[src/design/sle_pkg.sv]
// ----------------------------------------------------------------------------
// sle_pkg
// Shared constants, types and helpers of the serial line editor.
// ----------------------------------------------------------------------------
`default_nettype none

package sle_pkg;

    localparam int LINE_CAPACITY = 32;
    localparam int IDX_W = $clog2(LINE_CAPACITY);
    localparam int LEN_W = $clog2(LINE_CAPACITY + 1);

    localparam logic [7:0] CH_ESC = 8'd27;
    localparam logic [7:0] CH_LBR = 8'd91;
    localparam logic [7:0] CH_CR  = 8'd13;
    localparam logic [7:0] CH_BS  = 8'd8;
    localparam logic [7:0] CH_DEL = 8'd127;
    localparam logic [7:0] CH_MAXP = 8'd125;
    localparam logic [7:0] CH_0   = 8'd48;

    localparam logic [2:0] ST_PENDING = 3'd0;
    localparam logic [2:0] ST_ERROR   = 3'd1;
    localparam logic [2:0] ST_HANDLED = 3'd2;
    localparam logic [2:0] ST_PASS    = 3'd3;
    localparam logic [2:0] ST_READ    = 3'd4;

    localparam logic [1:0] ESC_NONE = 2'd0;
    localparam logic [1:0] ESC_SEEN = 2'd1;
    localparam logic [1:0] ESC_CSI  = 2'd2;

    typedef struct packed {
        logic [7:0]       tx_byte;
        logic             tx_valid;
        logic [2:0]       status;
        logic [7:0]       pass_char;
        logic [7:0]       line_char;
        logic [LEN_W-1:0] line_length;
        logic             last;
    } sle_item_t;

    typedef struct packed {
        logic             we;
        logic [IDX_W-1:0] waddr;
        logic [7:0]       wdata;
        logic             re;
        logic [IDX_W-1:0] raddr;
    } sle_ram_req_t;

    function automatic logic [2:0] dec_tens(logic [LEN_W-1:0] v);
        logic [2:0] t;
        t = 3'd0;
        if (7'(v) >= 7'd10) t = 3'd1;
        if (7'(v) >= 7'd20) t = 3'd2;
        if (7'(v) >= 7'd30) t = 3'd3;
        if (7'(v) >= 7'd40) t = 3'd4;
        return t;
    endfunction

    function automatic logic [7:0] dec_ones(logic [LEN_W-1:0] v);
        logic [6:0] r;
        r = 7'(v) - 7'(dec_tens(v)) * 7'd10;
        return CH_0 + 8'(r);
    endfunction

endpackage

`default_nettype wire

[src/design/sle_ram.sv]
// ----------------------------------------------------------------------------
// sle_ram
// Generic single-write, single-read RAM with registered read data.
// ----------------------------------------------------------------------------
`default_nettype none

module sle_ram #(
    parameter int WIDTH = 8,
    parameter int DEPTH = 32
) (
    input  wire logic                     aclk,
    input  wire logic                     we,
    input  wire logic [$clog2(DEPTH)-1:0] waddr,
    input  wire logic [WIDTH-1:0]         wdata,
    input  wire logic                     re,
    input  wire logic [$clog2(DEPTH)-1:0] raddr,
    output logic      [WIDTH-1:0]         rdata
);

    logic [WIDTH-1:0] mem [DEPTH];

    always_ff @(posedge aclk) begin
        if (we) begin
            mem[waddr] <= wdata;
        end
        if (re) begin
            rdata <= mem[raddr];
        end
    end

endmodule

`default_nettype wire

[src/design/sle_engine.sv]
// ----------------------------------------------------------------------------
// sle_engine
// Key decoder and sequencer: shifts line entries in the RAM and streams the
// bytes for the terminal one transaction at a time.
// ----------------------------------------------------------------------------
`default_nettype none

module sle_engine (
    input  wire logic                          aclk,
    input  wire logic                          aresetn,
    input  wire logic                          in_valid,
    input  wire logic                          in_mode,
    input  wire logic [7:0]                    in_key,
    input  wire logic [4:0]                    in_index,
    output logic                               in_ready,
    input  wire logic                          out_free,
    output logic                               out_valid,
    output sle_pkg::sle_item_t                 out_item,
    output sle_pkg::sle_ram_req_t              ram_req,
    input  wire logic [7:0]                    ram_rdata
);

    localparam logic [3:0] S_IDLE  = 4'd0;
    localparam logic [3:0] S_SHRD  = 4'd1;
    localparam logic [3:0] S_SHWR  = 4'd2;
    localparam logic [3:0] S_PRE   = 4'd3;
    localparam logic [3:0] S_STRD  = 4'd4;
    localparam logic [3:0] S_STEM  = 4'd5;
    localparam logic [3:0] S_SUF   = 4'd6;
    localparam logic [3:0] S_NULL  = 4'd7;
    localparam logic [3:0] S_RDW   = 4'd8;

    localparam int LW = sle_pkg::LEN_W;
    localparam int IW = sle_pkg::IDX_W;
    localparam logic [LW-1:0] CAP = LW'(sle_pkg::LINE_CAPACITY);

    logic [3:0]    state_reg, state_next;
    logic [LW-1:0] cursor_reg, cursor_next;
    logic [LW-1:0] length_reg, length_next;
    logic [1:0]    esc_reg, esc_next;
    logic [7:0]    pre_reg [6];
    logic [7:0]    pre_next [6];
    logic [2:0]    pre_cnt_reg, pre_cnt_next, pre_idx_reg, pre_idx_next;
    logic [2:0]    suf_cnt_reg, suf_cnt_next, suf_idx_reg, suf_idx_next;
    logic [LW-1:0] st_ptr_reg, st_ptr_next, st_end_reg, st_end_next;
    logic [LW-1:0] sh_ptr_reg, sh_ptr_next, sh_end_reg, sh_end_next;
    logic          sh_left_reg, sh_left_next;
    logic          rd_ok_reg, rd_ok_next;
    logic [2:0]    status_reg, status_next;
    logic [7:0]    pass_reg, pass_next;
    logic [7:0]    lchar_reg, lchar_next;

    logic [7:0] suf_byte;
    logic       stream_more;
    logic       is_last;

    // suffix is "ESC [ K" optionally followed by "ESC [ u"
    always_comb begin
        case (suf_idx_reg)
            3'd0, 3'd3: suf_byte = sle_pkg::CH_ESC;
            3'd1, 3'd4: suf_byte = sle_pkg::CH_LBR;
            3'd2:       suf_byte = 8'h4B;
            default:    suf_byte = 8'h75;
        endcase
    end

    assign stream_more = (st_ptr_reg != st_end_reg);
    assign in_ready    = (state_reg == S_IDLE);

    always_comb begin
        state_next   = state_reg;
        cursor_next  = cursor_reg;
        length_next  = length_reg;
        esc_next     = esc_reg;
        for (int i = 0; i < 6; i++) pre_next[i] = pre_reg[i];
        pre_cnt_next = pre_cnt_reg;
        pre_idx_next = pre_idx_reg;
        suf_cnt_next = suf_cnt_reg;
        suf_idx_next = suf_idx_reg;
        st_ptr_next  = st_ptr_reg;
        st_end_next  = st_end_reg;
        sh_ptr_next  = sh_ptr_reg;
        sh_end_next  = sh_end_reg;
        sh_left_next = sh_left_reg;
        rd_ok_next   = rd_ok_reg;
        status_next  = status_reg;
        pass_next    = pass_reg;
        lchar_next   = lchar_reg;
        ram_req      = '0;
        out_valid    = 1'b0;
        is_last      = 1'b0;
        out_item     = '0;

        case (state_reg)
            S_IDLE: begin
                if (in_valid) begin
                    pre_cnt_next = 3'd0;
                    pre_idx_next = 3'd0;
                    suf_cnt_next = 3'd0;
                    suf_idx_next = 3'd0;
                    st_ptr_next  = '0;
                    st_end_next  = '0;
                    sh_ptr_next  = '0;
                    sh_end_next  = '0;
                    pass_next    = 8'd0;
                    lchar_next   = 8'd0;
                    state_next   = S_SHRD;
                    if (in_mode) begin
                        ram_req.re    = 1'b1;
                        ram_req.raddr = IW'(in_index);
                        rd_ok_next    = (7'(in_index) < 7'(CAP));
                        status_next   = sle_pkg::ST_READ;
                        state_next    = S_RDW;
                    end else if (in_key == sle_pkg::CH_ESC) begin
                        esc_next    = sle_pkg::ESC_SEEN;
                        status_next = sle_pkg::ST_PENDING;
                    end else if (esc_reg == sle_pkg::ESC_SEEN) begin
                        esc_next    = sle_pkg::ESC_NONE;
                        status_next = sle_pkg::ST_HANDLED;
                        if (in_key == sle_pkg::CH_LBR) begin
                            esc_next    = sle_pkg::ESC_CSI;
                            status_next = sle_pkg::ST_PENDING;
                        end else if (in_key == 8'h63) begin
                            // clear screen: ESC [ H ESC [ J
                            pre_next[0] = sle_pkg::CH_ESC;
                            pre_next[1] = sle_pkg::CH_LBR;
                            pre_next[2] = 8'h48;
                            pre_next[3] = sle_pkg::CH_ESC;
                            pre_next[4] = sle_pkg::CH_LBR;
                            pre_next[5] = 8'h4A;
                            pre_cnt_next = 3'd6;
                            cursor_next  = '0;
                            length_next  = '0;
                        end else if (in_key == 8'h70) begin
                            // reprint: CR, line, ESC [ K
                            pre_next[0]  = sle_pkg::CH_CR;
                            pre_cnt_next = 3'd1;
                            st_end_next  = length_reg;
                            suf_cnt_next = 3'd3;
                            cursor_next  = length_reg;
                        end else begin
                            status_next = sle_pkg::ST_ERROR;
                        end
                    end else if (esc_reg != sle_pkg::ESC_NONE) begin
                        esc_next    = sle_pkg::ESC_NONE;
                        status_next = sle_pkg::ST_HANDLED;
                        case (in_key)
                            8'h44: begin
                                if (cursor_reg != '0) begin
                                    cursor_next  = cursor_reg - 1'b1;
                                    pre_next[0]  = sle_pkg::CH_ESC;
                                    pre_next[1]  = sle_pkg::CH_LBR;
                                    pre_next[2]  = 8'h44;
                                    pre_cnt_next = 3'd3;
                                end
                            end
                            8'h43: begin
                                if (cursor_reg < length_reg) begin
                                    cursor_next  = cursor_reg + 1'b1;
                                    pre_next[0]  = sle_pkg::CH_ESC;
                                    pre_next[1]  = sle_pkg::CH_LBR;
                                    pre_next[2]  = 8'h43;
                                    pre_cnt_next = 3'd3;
                                end
                            end
                            8'h31: begin
                                cursor_next  = '0;
                                pre_next[0]  = sle_pkg::CH_CR;
                                pre_cnt_next = 3'd1;
                            end
                            8'h32: begin
                                if (length_reg < CAP) begin
                                    // open a slot: shift right, then redraw tail
                                    sh_left_next = 1'b0;
                                    sh_ptr_next  = length_reg;
                                    sh_end_next  = cursor_reg;
                                    if (cursor_reg == length_reg) begin
                                        ram_req.we    = 1'b1;
                                        ram_req.waddr = cursor_reg[IW-1:0];
                                        ram_req.wdata = 8'd0;
                                    end
                                    length_next  = length_reg + 1'b1;
                                    pre_next[0]  = sle_pkg::CH_ESC;
                                    pre_next[1]  = sle_pkg::CH_LBR;
                                    pre_next[2]  = 8'h73;
                                    pre_cnt_next = 3'd3;
                                    st_ptr_next  = cursor_reg;
                                    st_end_next  = length_reg + 1'b1;
                                    suf_cnt_next = 3'd6;
                                end
                            end
                            8'h34: begin
                                // go to end: CR ESC [ n C
                                cursor_next = length_reg;
                                pre_next[0] = sle_pkg::CH_CR;
                                pre_next[1] = sle_pkg::CH_ESC;
                                pre_next[2] = sle_pkg::CH_LBR;
                                if (7'(length_reg) >= 7'd10) begin
                                    pre_next[3]  = sle_pkg::CH_0
                                                 + 8'(sle_pkg::dec_tens(length_reg));
                                    pre_next[4]  = sle_pkg::dec_ones(length_reg);
                                    pre_next[5]  = 8'h43;
                                    pre_cnt_next = 3'd6;
                                end else begin
                                    pre_next[3]  = sle_pkg::dec_ones(length_reg);
                                    pre_next[4]  = 8'h43;
                                    pre_cnt_next = 3'd5;
                                end
                            end
                            default: begin
                                status_next = sle_pkg::ST_ERROR;
                            end
                        endcase
                    end else if (in_key == sle_pkg::CH_BS) begin
                        status_next = sle_pkg::ST_HANDLED;
                        if (cursor_reg != '0) begin
                            cursor_next  = cursor_reg - 1'b1;
                            length_next  = length_reg - 1'b1;
                            sh_left_next = 1'b1;
                            sh_ptr_next  = cursor_reg - 1'b1;
                            sh_end_next  = length_reg - 1'b1;
                            pre_next[0]  = sle_pkg::CH_ESC;
                            pre_next[1]  = sle_pkg::CH_LBR;
                            pre_next[2]  = 8'h44;
                            pre_next[3]  = sle_pkg::CH_ESC;
                            pre_next[4]  = sle_pkg::CH_LBR;
                            pre_next[5]  = 8'h73;
                            pre_cnt_next = 3'd6;
                            st_ptr_next  = cursor_reg - 1'b1;
                            st_end_next  = length_reg - 1'b1;
                            suf_cnt_next = 3'd6;
                        end
                    end else if (in_key == sle_pkg::CH_DEL) begin
                        status_next = sle_pkg::ST_HANDLED;
                        if (cursor_reg < length_reg) begin
                            length_next  = length_reg - 1'b1;
                            sh_left_next = 1'b1;
                            sh_ptr_next  = cursor_reg;
                            sh_end_next  = length_reg - 1'b1;
                            pre_next[0]  = sle_pkg::CH_ESC;
                            pre_next[1]  = sle_pkg::CH_LBR;
                            pre_next[2]  = 8'h73;
                            pre_cnt_next = 3'd3;
                            st_ptr_next  = cursor_reg;
                            st_end_next  = length_reg - 1'b1;
                            suf_cnt_next = 3'd6;
                        end
                    end else if (in_key < sle_pkg::CH_ESC || in_key > sle_pkg::CH_MAXP) begin
                        status_next = sle_pkg::ST_PASS;
                        pass_next   = in_key;
                    end else begin
                        status_next = sle_pkg::ST_HANDLED;
                        if (cursor_reg < CAP) begin
                            ram_req.we    = 1'b1;
                            ram_req.waddr = cursor_reg[IW-1:0];
                            ram_req.wdata = in_key;
                            pre_next[0]   = in_key;
                            pre_cnt_next  = 3'd1;
                            cursor_next   = cursor_reg + 1'b1;
                            if (cursor_reg + 1'b1 > length_reg) begin
                                length_next = cursor_reg + 1'b1;
                            end
                        end
                    end
                end
            end
            S_RDW: begin
                lchar_next = rd_ok_reg ? ram_rdata : 8'd0;
                state_next = S_NULL;
            end
            S_SHRD: begin
                if (sh_ptr_reg == sh_end_reg) begin
                    if (pre_cnt_reg != 3'd0)      state_next = S_PRE;
                    else if (stream_more)         state_next = S_STRD;
                    else if (suf_cnt_reg != 3'd0) state_next = S_SUF;
                    else                          state_next = S_NULL;
                end else begin
                    ram_req.re    = 1'b1;
                    ram_req.raddr = sh_left_reg ? IW'(sh_ptr_reg + 1'b1)
                                                : IW'(sh_ptr_reg - 1'b1);
                    state_next    = S_SHWR;
                end
            end
            S_SHWR: begin
                ram_req.we    = 1'b1;
                ram_req.waddr = sh_ptr_reg[IW-1:0];
                ram_req.wdata = ram_rdata;
                sh_ptr_next   = sh_left_reg ? sh_ptr_reg + 1'b1 : sh_ptr_reg - 1'b1;
                state_next    = S_SHRD;
            end
            S_PRE: begin
                is_last = (pre_idx_reg == pre_cnt_reg - 3'd1) && !stream_more
                          && (suf_cnt_reg == 3'd0);
                out_item.tx_byte = pre_reg[pre_idx_reg];
                if (out_free) begin
                    out_valid    = 1'b1;
                    pre_idx_next = pre_idx_reg + 3'd1;
                    if (pre_idx_reg == pre_cnt_reg - 3'd1) begin
                        if (stream_more)              state_next = S_STRD;
                        else if (suf_cnt_reg != 3'd0) state_next = S_SUF;
                        else                          state_next = S_IDLE;
                    end
                end
            end
            S_STRD: begin
                ram_req.re    = 1'b1;
                ram_req.raddr = st_ptr_reg[IW-1:0];
                state_next    = S_STEM;
            end
            S_STEM: begin
                is_last = (st_ptr_reg + 1'b1 == st_end_reg) && (suf_cnt_reg == 3'd0);
                out_item.tx_byte = ram_rdata;
                if (out_free) begin
                    out_valid   = 1'b1;
                    st_ptr_next = st_ptr_reg + 1'b1;
                    if (st_ptr_reg + 1'b1 != st_end_reg) state_next = S_STRD;
                    else if (suf_cnt_reg != 3'd0)        state_next = S_SUF;
                    else                                 state_next = S_IDLE;
                end
            end
            S_SUF: begin
                is_last = (suf_idx_reg == suf_cnt_reg - 3'd1);
                out_item.tx_byte = suf_byte;
                if (out_free) begin
                    out_valid    = 1'b1;
                    suf_idx_next = suf_idx_reg + 3'd1;
                    if (is_last) state_next = S_IDLE;
                end
            end
            S_NULL: begin
                is_last = 1'b1;
                if (out_free) begin
                    out_valid  = 1'b1;
                    state_next = S_IDLE;
                end
            end
            default: begin
                state_next = S_IDLE;
            end
        endcase

        out_item.tx_valid    = (state_reg != S_NULL);
        out_item.line_length = length_reg;
        out_item.last        = is_last;
        out_item.status      = is_last ? status_reg : sle_pkg::ST_PENDING;
        out_item.pass_char   = (is_last && status_reg == sle_pkg::ST_PASS) ? pass_reg : 8'd0;
        out_item.line_char   = (is_last && status_reg == sle_pkg::ST_READ) ? lchar_reg : 8'd0;
    end

    always_ff @(posedge aclk) begin
        if (!aresetn) begin
            state_reg  <= S_IDLE;
            cursor_reg <= '0;
            length_reg <= '0;
            esc_reg    <= sle_pkg::ESC_NONE;
        end else begin
            state_reg  <= state_next;
            cursor_reg <= cursor_next;
            length_reg <= length_next;
            esc_reg    <= esc_next;
        end
        for (int i = 0; i < 6; i++) pre_reg[i] <= pre_next[i];
        pre_cnt_reg <= pre_cnt_next;
        pre_idx_reg <= pre_idx_next;
        suf_cnt_reg <= suf_cnt_next;
        suf_idx_reg <= suf_idx_next;
        st_ptr_reg  <= st_ptr_next;
        st_end_reg  <= st_end_next;
        sh_ptr_reg  <= sh_ptr_next;
        sh_end_reg  <= sh_end_next;
        sh_left_reg <= sh_left_next;
        rd_ok_reg   <= rd_ok_next;
        status_reg  <= status_next;
        pass_reg    <= pass_next;
        lchar_reg   <= lchar_next;
    end

endmodule

`default_nettype wire

[src/design/serial_line_editor_core.sv]
// ----------------------------------------------------------------------------
// serial_line_editor_core
// Terminal-style edit line: key bytes in, terminal bytes and status out.
// ----------------------------------------------------------------------------
// One input transaction is taken at a time; s_tready is high only while the
// sequencer is idle. Each input yields one output transaction per byte sent to
// the terminal (or one with tx_valid low if nothing is sent), with status on
// the transaction that has tlast set. Each input is decoded; then each line
// entry moved by a backspace, delete or insert is read from the line RAM and
// written back (the read data is registered), the entry move is closed, and
// the fixed escape bytes and the line entries streamed out of the RAM follow,
// each entry read and then sent; any m_tready stall holds the output. Worst
// case is a backspace at position 1 of a full line. A result register on
// the m_ side lets the sequencer keep working while the last result waits.
// The line RAM is not cleared; edits only read entries after the line has
// covered them, but a line read may return an entry past the line length.
`default_nettype none

module serial_line_editor_core (
    input  wire logic        aclk,
    input  wire logic        aresetn,
    input  wire logic        s_tvalid,
    output logic             s_tready,
    input  wire logic [15:0] s_tdata,   // [7:0] key_byte, [12:8] read_index, rest 0
    input  wire logic        s_tuser,   // [0] mode
    output logic             m_tvalid,
    input  wire logic        m_tready,
    output logic      [39:0] m_tdata,   // [7:0] tx_byte, [10:8] status, [18:11] pass_char,
                                        // [26:19] line_char, [32:27] line_length, rest 0
    output logic             m_tuser,   // [0] tx_valid
    output logic             m_tlast
);

    sle_pkg::sle_item_t    eng_item;
    sle_pkg::sle_item_t    item_reg;
    sle_pkg::sle_ram_req_t ram_req;
    logic                  eng_valid;
    logic                  out_free;
    logic                  m_tvalid_reg;
    logic [7:0]            ram_rdata;

    // result register can take a new item when empty or draining this cycle
    assign out_free = !m_tvalid_reg || m_tready;

    sle_engine u_engine (
        .aclk      (aclk),
        .aresetn   (aresetn),
        .in_valid  (s_tvalid),
        .in_mode   (s_tuser),
        .in_key    (s_tdata[7:0]),
        .in_index  (s_tdata[12:8]),
        .in_ready  (s_tready),
        .out_free  (out_free),
        .out_valid (eng_valid),
        .out_item  (eng_item),
        .ram_req   (ram_req),
        .ram_rdata (ram_rdata)
    );

    sle_ram #(
        .WIDTH (8),
        .DEPTH (sle_pkg::LINE_CAPACITY)
    ) u_line_ram (
        .aclk  (aclk),
        .we    (ram_req.we),
        .waddr (ram_req.waddr),
        .wdata (ram_req.wdata),
        .re    (ram_req.re),
        .raddr (ram_req.raddr),
        .rdata (ram_rdata)
    );

    always_ff @(posedge aclk) begin
        if (!aresetn) begin
            m_tvalid_reg <= 1'b0;
        end else if (out_free) begin
            m_tvalid_reg <= eng_valid;
        end
        if (out_free && eng_valid) begin
            item_reg <= eng_item;
        end
    end

    assign m_tvalid = m_tvalid_reg;
    assign m_tuser  = item_reg.tx_valid;
    assign m_tlast  = item_reg.last;
    assign m_tdata  = {7'd0, 6'(item_reg.line_length), item_reg.line_char,
                       item_reg.pass_char, item_reg.status, item_reg.tx_byte};

endmodule

`default_nettype wire

[config.mk]
export PLATFORM = sky130hd
export DESIGN_NAME = serial_line_editor_core
export DESIGN_NICKNAME = d
export VERILOG_FILES = /design/src/design/sle_pkg.sv /design/src/design/sle_ram.sv /design/src/design/sle_engine.sv /design/src/design/serial_line_editor_core.sv
export SDC_FILE = /design/constraint.sdc
export NUM_CORES = 1
export LEC_CHECK = 0
export ABC_AREA = 1
export BUFFER_PORTS_ARGS = -buffer_cell sky130_fd_sc_hd__buf_2
export CAP_MARGIN = 0
export CORE_MARGIN = 2
export CORE_UTILIZATION = 63
export DETAILED_ROUTE_END_ITERATION = 10
export GPL_ROUTABILITY_DRIVEN = 0
export PLACE_DENSITY = 0.8
export SLEW_MARGIN = 25
export SYNTH_ARGS = -nofsm -noshare
export SYNTH_HDL_FRONTEND = slang
export SYNTH_SLANG_ARGS = --single-unit
[constraint.sdc]
create_clock -name aclk -period 6.25 [get_ports aclk]
set_clock_uncertainty 0.1 [all_clocks]
set_input_delay 1.25 -clock aclk [delete_from_list [all_inputs] [get_ports aclk]]
set_output_delay 1.25 -clock aclk [all_outputs]
set_load 0.05 [all_outputs]
==> results of run 1 <==
[per-stage QoR]
stage / total power [W] / hold WS, ns / instance area [um2]
floorplan: 0.00643 / 0.335 / 21300
global placement: 0.00730 / 0.411 / 21800
detailed placement: 0.00742 / 0.424 / 21800
CTS: 0.00994 / 0.433 / 23200
global route: 0.0105 / 0.461 / 23200
finish: 0.0100 / 0.442 / 23200
[path summary, 6_finish.rpt]
| path | from | endpoint | depth (start not counted) |
|---|---|---|---|
| worst max-delay path | u_engine.esc_reg[1] | u_line_ram.mem[12][5] | 11 |
| worst min-delay path | u_engine.state_reg[2] | u_engine.state_reg[2] | 2 |
| worst max register to register | u_engine.esc_reg[1] | u_line_ram.mem[12][5] | 11 |
| worst min register to register | u_engine.state_reg[2] | u_engine.state_reg[2] | 2 |
[layer usage]
layer | vias up | global-route usage
met2 | 1118 | 0.476
met1 | 7668 | 0.420
met5 | - | 0
met4 | 0 | 0.140
li1 | 7622 | -
met3 | 208 | 0.0563
[power by group]
part           internal (W)  switching, W  leakage, nW
clock               0.00146       0.00107        0.679
combinational       0.00104       0.00272         5.18
sequential          0.00355      0.000210         3.79
[layout by cell type, fill, tap and decap left out, drive strengths merged, types with 23 or more instances in the layout]
cell type    n
nand2      475
o21ai       84
clkinv      25
nand3b      41
xor2        36
edfxtp     388
a21oi       68
clkbuf      51
nand3      335
inv        330
nor3        23
nor2       198
ha          46
buf         76
[logic make-up after synthesis]
family,share of synthesized area
other,0.000177
XOR/XNOR,0.0181
adder cells (fa/ha/maj),0.0290
multiplexers,0.00159
buffers and inverters,0.0858
AND/OR/NAND/NOR,0.235
AO/OA/AOI/OAI,0.0609
flip-flops,0.569
[worst reg2reg max path, stage by stage (launching register included)]
cell     delay, ns
dfxtp_1       0.31
buf_4         0.25
inv_1         0.29
nand2_1       0.62
nand2_1       0.53
nor2_4        0.40
nand3_4       0.16
nand2_1       0.09
nand2_1       0.05
nor2_1        0.12
nand2_1       0.25
nor2_1        0.73
[final cells by class]
type / instances / share of cell area
clock buffers: 51 / 0.0481
clock inverters: 27 / 0.0122
inverters: 335 / 0.0542
multi-input cells: 1415 / 0.322
flip-flops and latches: 410 / 0.521
well taps: 448 / 0.0241
repair buffers: 76 / 0.0188
==> metrics.log, run 1 <==
[metrics] outcome: finished clean
[metrics] Longest Clk Path Bufs: 3
[metrics] critical path capture point type: flop
[metrics] highest cell delay on the worst timing path: ~0.7 ns
[metrics] Top delay family on crit path: simple AND/OR/NAND/NOR gates
[metrics] number of enable flip-flop cells after synthesis: 388
[metrics] final clock period utilization by the worst path: 0.683
[metrics] syn_area_per_cell: 9.45 um2
[metrics] highest attainable clock frequency: between 200 and 250 MHz
[metrics] number of flip-flops in the largest register: 256
[metrics] number of max-cap violations: 0
[metrics] top-count cell post-synth: nand2_1
[metrics] initial antenna violation count: 2
[metrics] synthesis-stage register bit count: 410
[metrics] top cells by area in the synthesized netlist: edfxtp_1 55%, nand2_1 8.1%, nand3_1 7.7%, inv_1 5.4%, nor2_1 3.2%
[metrics] post-CTS sizing: 0
[metrics] fraction of final layout cells sized beyond drive strength 1: 0.103
[metrics] setup violation total in the final timing report: 0
[metrics] Root Buffer Master: clkbuf_16
[metrics] Final Max Tran Viols: 0
[metrics] fin crit period: 4.27 ns
[metrics] FILL cells: 2,417
[metrics] slew of the pin with the lowest slew margin: ~1.1 ns
[metrics] Gate Count Post-Synth: between 2,000 and 2,500
[metrics] cell type with the largest total area after synthesis: edfxtp_1
[metrics] worst vdd rail ir drop: 0.000277 V
[metrics] WL final: 53,500 um
[metrics] number of hold-slack violations in the final timing report: 0
[metrics] gr ovfl total: 0
[metrics] multi-input combinational cell area: 7470 um2
[metrics] HPWL after DPL: 35,200 um
[metrics] unrepaired setup endpoints after global routing: no
[metrics] Layout Area Growth over Synthesis: 9.28%
[metrics] sequential cell area in the final layout: 12,100 um2
[metrics] number of buffers added for setup after CTS: 0
[metrics] latest clock arrival within the worst-skew pair: 0.57 ns
[metrics] data arrival at the endpoint of the critical path: approximately 4.4 ns
[metrics] predominant post-synthesis flop cell: edfxtp_1
[metrics] fraction of the yosys area taken by sequential cells: 0.569
[metrics] number of hold buffers added after CTS: 0
[metrics] wire length on met1: around 20,000 um
[metrics] cell at the slowest stage of the critical path: nor2_1
[metrics] minimum setup slack after placement: 1.71 ns
[metrics] number of top-level pins: 65
[metrics] power density over the cells: 433 nW/um2
[metrics] top cell type's share of synthesized area: 0.549
[metrics] GRT Resource Usage Total: 0.305
[metrics] classification of the worst-slack hold path: flop to flop
[metrics] count of cell types in the netlist: 59
[metrics] fraction of synthesis flops using an asynchronous set or reset pin: 0
[metrics] met3 wire len: 6700 um
[metrics] via count of the first global-routing pass: around 16,000
[metrics] uppermost routed layer: met4
[metrics] crit path setup slack, layout: ~2 ns
[metrics] die width: 188 um
[metrics] Die Footprint: 35,200 um2
[metrics] leakage power summed over all cells: 9.65 nW
[metrics] Total Nets Final: 2,350
[metrics] worst rel slew slack: 0.276
[metrics] count of unresolved DRC violations after routing: 0
[metrics] cell repeated most along the worst path: nand2_1
[metrics] number of vias after detailed routing: 16,616
[metrics] number of core rows: 67
[metrics] CP Launch Type: flop
[metrics] number of sinks on the clock net: 410
[metrics] Post-Route Utilization: 0.696
[metrics] clock tree from TritonCTS: done
[metrics] vertical die dimension: 188 um
[metrics] total iterations of the first detailed-routing run: 8
[metrics] cell-by-cell trace of the critical path: buf_4, inv_1, nand2_1, nand2_1, nor2_4, nand3_4, nand2_1, nand2_1, nor2_1, nand2_1, nor2_1
[metrics] placed cells: about 2,700
[metrics] average wire per standard cell: 19.4 um
[metrics] maximum number of pins on one net before global-route repair: 87
[metrics] n_diodes: 0
[metrics] cts bufs inserted: 43
[metrics] Iteration-0 DRC Markers: 2,317
[metrics] count of buffering cells on the critical path with inverters included: 2
[metrics] ANT nets after route: 0
[metrics] FF-to-FF setup slack: 1.98 ns
[metrics] amount of wire on met2 after detailed routing: 24,100 um
[metrics] initial core utilization: 0.637
[metrics] core area: 33,400 um2
[metrics] number of standard cells in the final layout excluding fillers: 2,762
[metrics] Setup Crit Path Kind: flop to flop
[metrics] Clock H-tree levels: 2
[metrics] total number of yosys warnings: 0
[metrics] global-route wire length before repair: 84,000 um
[metrics] clock-pin transition on the worst setup and hold timing paths: 0.06 ns
[metrics] largest fanout on the critical path: 19
[metrics] worst endpoint required time: 6.34 ns
[metrics] Synth top cells by count: 458 x nand2_1, 388 x edfxtp_1, 328 x nand3_1, 304 x inv_1, 181 x nor2_1
[metrics] Vias per Instance: 6.02
[metrics] count of buffers inserted at the top-level ports: 54
[metrics] post-synthesis instance area: around 21,000 um2
[metrics] Post-Route Setup TNS: 0 ns
(Power assumes the default switching activity.)
==> run 2, diff against run 1 <==
--- a/config.mk
+++ b/config.mk
@@ -9,10 +9,10 @@
 export BUFFER_PORTS_ARGS = -buffer_cell sky130_fd_sc_hd__buf_2
 export CAP_MARGIN = 0
 export CORE_MARGIN = 2
-export CORE_UTILIZATION = 63
+export CORE_UTILIZATION = 57
 export DETAILED_ROUTE_END_ITERATION = 10
 export GPL_ROUTABILITY_DRIVEN = 0
-export PLACE_DENSITY = 0.8
+export PLACE_DENSITY = 0.76
 export SLEW_MARGIN = 25
 export SYNTH_ARGS = -nofsm -noshare
 export SYNTH_HDL_FRONTEND = slang
==> constraint.sdc (replaced) <==
create_clock -name aclk -period 3.5 [get_ports aclk]
set_clock_uncertainty 0.1 [all_clocks]
set_input_delay 0.7 -clock aclk [delete_from_list [all_inputs] [get_ports aclk]]
set_output_delay 0.7 -clock aclk [all_outputs]
set_load 0.05 [all_outputs]
==> run 2 against run 1 <==
First-iteration DRC count decreased by 2.0%; register-to-register slack got worse by 1.8 ns; non-clock buffer count increased by 61; wire length increased by 4.0%; worst setup slack got worse by 1.8 ns; clock power increased by 76%; critical path depth increased by 3; global-route usage decreased by 1.5 points; maximum frequency increased by 29%; cell count increased by 2.9%; sequential share of layout area decreased by 1.3 points; worst hold slack got worse by 0.043 ns.
==> metrics.log, run 2 (same netlist as run 1, synthesis figures left out) <==
[metrics] outcome: finished clean
[metrics] HPWL after DPL: 37,500 um (+6.5%)
[metrics] count of buffers inserted at the top-level ports: 54 (unchanged)
[metrics] number of hold buffers added after CTS: 0 (unchanged)
[metrics] die width: 197 um (+5.0%)
[metrics] Setup Crit Path Kind: flop to flop
[metrics] Final Max Tran Viols: 0 (unchanged)
[metrics] crit path setup slack, layout: 0.205 ns (-1.78 ns)
[metrics] number of core rows: 70 (+4.5%)
[metrics] Post-Route Utilization: 0.649 (-0.0468)
[metrics] via count of the first global-routing pass: 16,008 (+1.4%)
[metrics] setup violation total in the final timing report: 0 (unchanged)
[metrics] worst endpoint required time: 3.71 ns (-2.63 ns)
[metrics] number of vias after detailed routing: 16,728 (+0.67%)
[metrics] clock tree from TritonCTS: done
[metrics] vertical die dimension: 197 um (+5.0%)
[metrics] CP Launch Type: flop
[metrics] multi-input combinational cell area: 7480 um2 (+0.13%)
[metrics] data arrival at the endpoint of the critical path: 3.50 ns (-0.86 ns)
[metrics] total iterations of the first detailed-routing run: 7 (-1)
[metrics] initial antenna violation count: 0 (-2)
[metrics] average wire per standard cell: 19.6 um (+1.0%)
[metrics] post-CTS sizing: 0 (unchanged)
[metrics] most common cell after layout, fill and taps aside: nand2_1
[metrics] Root Buffer Master: clkbuf_16
[metrics] latest clock arrival within the worst-skew pair: 0.57 ns (about the same)
[metrics] critical path capture point type: flop
[metrics] Post-Route Setup TNS: 0 ns (unchanged)
[metrics] destination of the worst register-to-register timing path: u_engine.pre_reg[4][6]
[metrics] maximum number of pins on one net before global-route repair: 129 (+48%)
[metrics] number of stages on the worst hold path: 3 (+1)
[metrics] Longest Clk Path Bufs: 3 (unchanged)
[metrics] worst-case hold path end point: u_engine.esc_reg[0]
[metrics] Layout Area Growth over Synthesis: 12.1%
[metrics] fraction of final layout cells sized beyond drive strength 1: 0.126 (+0.0230)
[metrics] number of max-cap violations: 0 (unchanged)
[metrics] launch point of the worst hold path: aresetn
[metrics] sequential cell area in the final layout: 12,100 um2 (unchanged)
[metrics] classification of the worst-slack hold path: primary input to flop
[metrics] number of top-level pins: 65 (unchanged)
[metrics] Vias per Instance: 5.88 (-2.2%)
[metrics] Clock H-tree levels: 2 (unchanged)
[metrics] minimum setup slack after placement: 0.184 ns (-1.52 ns)
[metrics] FF-to-FF setup slack: 0.20 ns (-1.78 ns)
[metrics] global-route wire length before repair: 86,300 um (+2.6%)
[metrics] final clock period utilization by the worst path: 0.942 (+0.259)
[metrics] slew of the pin with the lowest slew margin: 0.727 ns (-0.349 ns)
[metrics] unrepaired setup endpoints after global routing: no
[metrics] ANT nets after route: 0 (unchanged)
[metrics] n_diodes: 0 (unchanged)
[metrics] Total Nets Final: 2,412 (+2.6%)
[metrics] power density over the cells: 765 nW/um2 (+77%)
[metrics] WL final: 55,700 um (+4.0%)
[metrics] number of hold-slack violations in the final timing report: 0 (unchanged)
[metrics] largest fanout on the critical path: 7 (-12)
[metrics] GRT Resource Usage Total: 0.290 (-0.0154)
[metrics] leakage power summed over all cells: 10.0 nW (+3.8%)
[metrics] worst setup path startpoint: u_engine.length_reg[5]
[metrics] number of buffers added for setup after CTS: 0 (unchanged)
[metrics] worst vdd rail ir drop: 0.000609 V (+120%)
[metrics] clock-pin transition on the worst setup and hold timing paths: 0.06 ns (about the same)
[metrics] number of sinks on the clock net: 410 (unchanged)
[metrics] Iteration-0 DRC Markers: 2,270 (-2.0%)
[metrics] Reg-to-Reg Start: u_engine.length_reg[5]
[metrics] path depth of the worst reg2reg path: 14 (+3)
[metrics] initial core utilization: 0.579 (-0.0578)
[metrics] highest attainable clock frequency: 303 MHz (+29%)
[metrics] fin crit period: 3.30 ns (-0.971 ns)
[metrics] number of flip-flops in the largest register: 256 (unchanged)
[metrics] final total power: 0.0182 W (+81%)
[metrics] Die Footprint: 38,800 um2 (+10%)
[metrics] count of unresolved DRC violations after routing: 0 (unchanged)
[metrics] worst rel slew slack: 0.514 (+0.238)
[metrics] core area: 36,700 um2 (+10%)
[metrics] cts bufs inserted: 44 (+2.3%)
[metrics] gr ovfl total: 0 (unchanged)
[metrics] most used cells in the layout excluding fill and tap cells: 456 x nand2_1, 388 x edfxtp_1, 328 x nand3_1
[metrics] FILL cells: 2,767 (+14%)
-- run 2: report_power, final --
group	switching [W]	internal, W
clock	0.00187	0.00257
sequential	0.000360	0.00634
combinational	0.00500	0.00208
-- run 2: worst max path at each step --
stage / endpoint / depth (start not counted)
6_report: u_engine.pre_reg[4][6] / 14
5_1_grt: u_engine.pre_reg[4][6] / 14
4_1_cts: u_engine.pre_reg[4][6] / 14
3_5_place_dp: u_line_ram.mem[0][4] / 17
3_3_place_gp: u_line_ram.mem[24][4] / 17
2_1_floorplan: u_line_ram.mem[0][3] / 6
-- run 2: layout make-up --
cell class	count	share of cell area
clock inverters	28	0.00956
inverters	335	0.0528
repair buffers	137	0.0433
well taps	468	0.0246
flip-flops and latches	410	0.508
multi-input cells	1415	0.314
clock buffers	50	0.0481
-- run 2: stage by stage --
stage | instances | hold WS, ns | area, um2
after global placement | 2765 | 0.409 | 22400
after detailed placement | 2765 | 0.422 | 22400
final | 2843 | 0.398 | 23800
after global routing | 2843 | 0.411 | 23800
after CTS | 2843 | 0.372 | 23800
after floorplan | 2254 | 0.335 | 21300
-- run 2: metal layers --
| layer | global-route usage | part of all wire | vias up | wire, um |
|---|---|---|---|---|
| li1 | - | - | 7728 | - |
| met1 | 0.405 | 0.40 | 7835 | 22500 |
| met2 | 0.450 | 0.45 | 984 | 24900 |
| met3 | 0.0541 | 0.11 | 181 | 5930 |
| met4 | 0.119 | 0.041 | 0 | 2260 |
| met5 | 0 | 0 | - | 0 |
-- run 2: worst max-delay path: stages, from the launching register on --
cell	delay, ns
dfxtp_1	0.47
clkinv_1	0.19
nor2_1	0.34
inv_1	0.14
o21ai_0	0.15
inv_1	0.08
ha_1	0.21
fa_1	0.37
inv_1	0.10
a21oi_1	0.10
o21ai_0	0.23
xnor2_1	0.18
ha_1	0.19
xor2_1	0.14
nand2_1	0.06
